$ cat config.mk
export PLATFORM = sky130hd
export DESIGN_NAME = cch_fifo
export DESIGN_NICKNAME = d
export VERILOG_FILES = /design/src/rtl/core/cch_pkg.sv /design/src/rtl/core/cch_fifo.sv
export SDC_FILE = /design/constraint.sdc
export NUM_CORES = 1
export LEC_CHECK = 0
export BUFFER_PORTS_ARGS = -buffer_cell sky130_fd_sc_hd__buf_2
export CORE_MARGIN = 10
export CORE_UTILIZATION = 23
export DETAILED_ROUTE_END_ITERATION = 6
export PLACE_DENSITY = 0.39
export SYNTH_ARGS = -nofsm -noshare
export SYNTH_HDL_FRONTEND = slang
export SYNTH_SLANG_ARGS = --single-unit
export TNS_END_PERCENT = 20
$ cat constraint.sdc
create_clock -name clk -period 2.3 [get_ports clk]
set_clock_uncertainty 0.1 [all_clocks]
set_input_delay 0.345 -clock clk [delete_from_list [all_inputs] [get_ports clk]]
set_output_delay 0.345 -clock clk [all_outputs]
set_load 0.02 [all_outputs]
$ cat src/rtl/core/cch_pkg.sv
// ----------------------------------------------------------------------------
// cch_pkg
// Word types and fixed scale constants of the color-to-HSL converter.
// ----------------------------------------------------------------------------
`timescale 1ns / 1ps
`default_nettype none

package cch_pkg;

  typedef struct packed {
    logic [7:0] red_reading;
    logic [7:0] green_reading;
    logic [7:0] blue_reading;
    logic [7:0] clear_reading;
  } in_word_t;

  typedef struct packed {
    logic [11:0] hue_tenths;
    logic [9:0]  saturation_tenths;
    logic [9:0]  lightness_tenths;
    logic        is_grey;
  } out_word_t;

  localparam int QUEUE_DEPTH = 4;
  localparam int OFFSET_NUM  = 3;
  localparam int LIGHT_SCALE = 500;
  localparam int SAT_SCALE   = 1000;
  localparam int HUE_SCALE   = 600;

endpackage

`default_nettype wire

$ cat src/rtl/core/cch_fifo.sv
// ----------------------------------------------------------------------------
// cch_fifo
// Small register queue with count-based full and empty.
// ----------------------------------------------------------------------------
`timescale 1ns / 1ps
`default_nettype none

module cch_fifo import cch_pkg::*; #(
  parameter int W = 8
) (
  input  logic         clk,
  input  logic         rst_n,
  input  logic         wr_en,
  input  logic [W-1:0] wr_data,
  input  logic         rd_en,
  output logic [W-1:0] rd_data,
  output logic         full,
  output logic         empty
);

  localparam int AW = $clog2(QUEUE_DEPTH);

  logic [W-1:0] mem_r [QUEUE_DEPTH];
  logic [AW-1:0] wp_r, rp_r;
  logic [AW:0]   cnt_r;

  assign full    = cnt_r == (AW+1)'(QUEUE_DEPTH);
  assign empty   = cnt_r == '0;
  assign rd_data = mem_r[rp_r];

  always_ff @(posedge clk) begin
    if (wr_en) begin
      mem_r[wp_r] <= wr_data;
    end
  end

  always_ff @(posedge clk) begin
    if (!rst_n) begin
      wp_r  <= '0;
      rp_r  <= '0;
      cnt_r <= '0;
    end else begin
      if (wr_en) wp_r <= wp_r + 1'b1;
      if (rd_en) rp_r <= rp_r + 1'b1;
      if (wr_en && !rd_en) cnt_r <= cnt_r + 1'b1;
      else if (rd_en && !wr_en) cnt_r <= cnt_r - 1'b1;
    end
  end

endmodule

`default_nettype wire

==> impl_results.md <==
* Fmax achieved at 0.491 GHz
* HP Class: in -> reg
* FP Rows at 30
* Synth Area per Inst at ~19 sq um
* Initial DRC count at 9
* Cell count after placement at ~200
* Number of buffers on the longest clock path at 2
* Initial antenna violation count at 0
* Post-synth top cells: edfxtp_1, and2_1, dfxtp_1
* Register area share after synthesis at 71.2%
* M1 GR Usage at under 10%
* Final setup fails at 0
* Final non-filler cell total at ~210
* Most used routing layer: met2
* CP max-delay cell: mux4_2
* Die H at slightly above 100 microns
* PwrDens at 813 nW/um^2
* DP Wirelength at approximately 2 mm
* Share of cells above drive strength 1 at a little under a third
* Library cells used by synthesis at 19
* Count of pins over their slew limit at 0
* Antenna Cells at 0
* Dominant synthesized flop cell: edfxtp_1
* Worst Setup Path Type: reg -> out
* Root Driver: clkbuf_8
* RSZ-0062 raised after global routing: no
* Routed len/inst at between 10 and 15 microns
* Synth async-reset ratio at 0%
* Syn_nets at approximately 100
* Hold_buf cts at 0
* CTS Sinks at 41
* Critical path required time at between 1.5 and 2 ns
* GR Layer Usage met3 at 2.79%
* IO Pins at 22
* Die area at between 10000 and 15000 sq um
* DR vias/cell at 3.66
* Synth Cell Area at around 1600 sq um
* Die W at 103 microns
* Number of synthesized flops with an enable pin at 32
* CTS resizes at 0
* Routability congestion estimate at 0.633
* Min Tclk post-route at between 2 and 2.5 ns
* Clk Latency, worst-skew pair at between 0.2 and 0.3 ns
* Area growth from synthesis to layout at 19.1%
* Largest net degree at the start of global routing at 13
* GR Overflow Total at 0
* Clk pin slew, worst setup/hold paths at ~0.070 ns
* Port Buffer Count at 21
* Critical Path Fanout Max at 6
* CP Buf/Inv Count at 2
* Max-cap violations at 0
* Worst Setup End Kind: output port
* Top cell type by total area after synthesis: edfxtp_1
* Crit-path cells: buf_4 > mux4_2 > buf_2
* Htree depth at 2
* Final WL at around 2.9 mm
* Mapped Cells at 85
* DRC violations left at 0
* Final Hold Vio Count at 0
* Vias in the first global route at just over 800
* Pre-antenna DRT Iters at 3
* Initial Util at 23.6%
* Static leakage at around 0.68 nW
* FF+latch count, synth at 41
* FF-to-FF setup slack at approximately 0.70 ns
* Arr. time, crit path at between 1.5 and 2 ns
* Post-route antenna net violation count at 0
* Synth warn at 0
* Vias post-DR at 765
* Period Utilization, post-route at between 80% and 90%
* Max incr delay on CP at ~0.51 ns
* Synth area leaders: edfxtp_1, dfxtp_1, mux4_2
* CTS tree: built
* First-pass GRT wire length at around 4.5 mm
* Final #Nets at 130
* Core area at just under 7000 sq um
* Global Route met2 Usage at under 10%
* Setup TNS at 0 ns
* Max-slew headroom at 67.3%
* Crit start category: flip-flop
* Maximum vdd ir drop at between 0.0002 and 0.00025 V
* Outcome: completed
* CTS Buf Count at 5
* GRT Resource Usage Total at 5.87%
* Most common cell in the netlist: edfxtp_1
* Number of setup buffers added after CTS at 0
* Least-Margin Pin Slew at between 0.4 and 0.5 ns
* Synth top area share at 60.0%
* CP delay by family, top: multiplexers
-- state kept, by name (all words and copies together), names as in the netlist, named ones only --
register / cells
cnt_r: 3
mem_r: 32
rp_r: 2
wp_r: 2
-- through the flow --
step | total power, mW | setup WS (ns) | instance area (sq um) | util (%) | hold slack (ns)
global placement | 1.11 | 0.430 | 1820 | 26.8 | 0.390
detailed placement | 1.11 | 0.359 | 1820 | 26.8 | 0.428
CTS | 1.58 | 0.206 | 1910 | 28.1 | 0.173
floorplan | 1.03 | 0.595 | 1600 | - | 0.344
finish | 1.55 | 0.263 | 1910 | 28.1 | 0.181
global route | 1.65 | 0.126 | 1910 | 28.1 | 0.168
-- report_power, final --
| group | internal [mW] | switching (mW) | leakage (nW) | total, mW |
|---|---|---|---|---|
| Combinational | 0.0964 | 0.116 | 0.261 | 0.213 |
| Sequential | 0.846 | 0.0307 | 0.368 | 0.877 |
| Clock | 0.245 | 0.218 | 0.0455 | 0.462 |
-- path summary, 6_finish.rpt --
kind,startpoint,endpoint,cells after the start
min reg2reg,cnt_r[2],cnt_r[2],2
min,wr_data[1],mem_r[3][1],1
max reg2reg,cnt_r[0],cnt_r[2],4
max,flip-flop,rd_data[1],3
-- logic make-up after synthesis --
logic type | share of synthesized area (%)
buffers and inverters | 1.95
adder cells (fa/ha/maj) | 5.15
flip-flops | 71.2
AO/OA/AOI/OAI | 0.781
AND/OR/NAND/NOR | 5.70
XOR/XNOR | 2.73
multiplexers | 12.5
-- per-layer routing --
| layer | routed length (microns) | up-vias |
|---|---|---|
| li1 | - | 368 |
| met1 | 1380 | 374 |
| met2 | 1310 | 21 |
| met3 | 176 | 2 |
| met4 | 10 | 0 |
| met5 | 0 | - |
-- layout make-up --
type,count,area (sq um)
fillers,687,4880
well taps,96,120
multi-input cells,38,430
inverters,4,15.0
clock buffers,8,90.1
repair buffers,22,113
flip-flops and latches,41,1140
-- placed cells by master, fill, tap and decap left out, types with 2 or more instances in the layout --
| cell type | instances |
|---|---|
| mux4_2 | 8 |
| clkbuf_1 | 2 |
| ha_1 | 5 |
| mux2i_1 | 2 |
| nor2b_1 | 2 |
| dfxtp_1 | 9 |
| and2_1 | 9 |
| edfxtp_1 | 32 |
| xor2_1 | 3 |
| clkbuf_8 | 6 |
| inv_1 | 4 |
| xnor2_1 | 2 |
| buf_2 | 21 |
No activity file was read; power rests on OpenSTA's default activity.
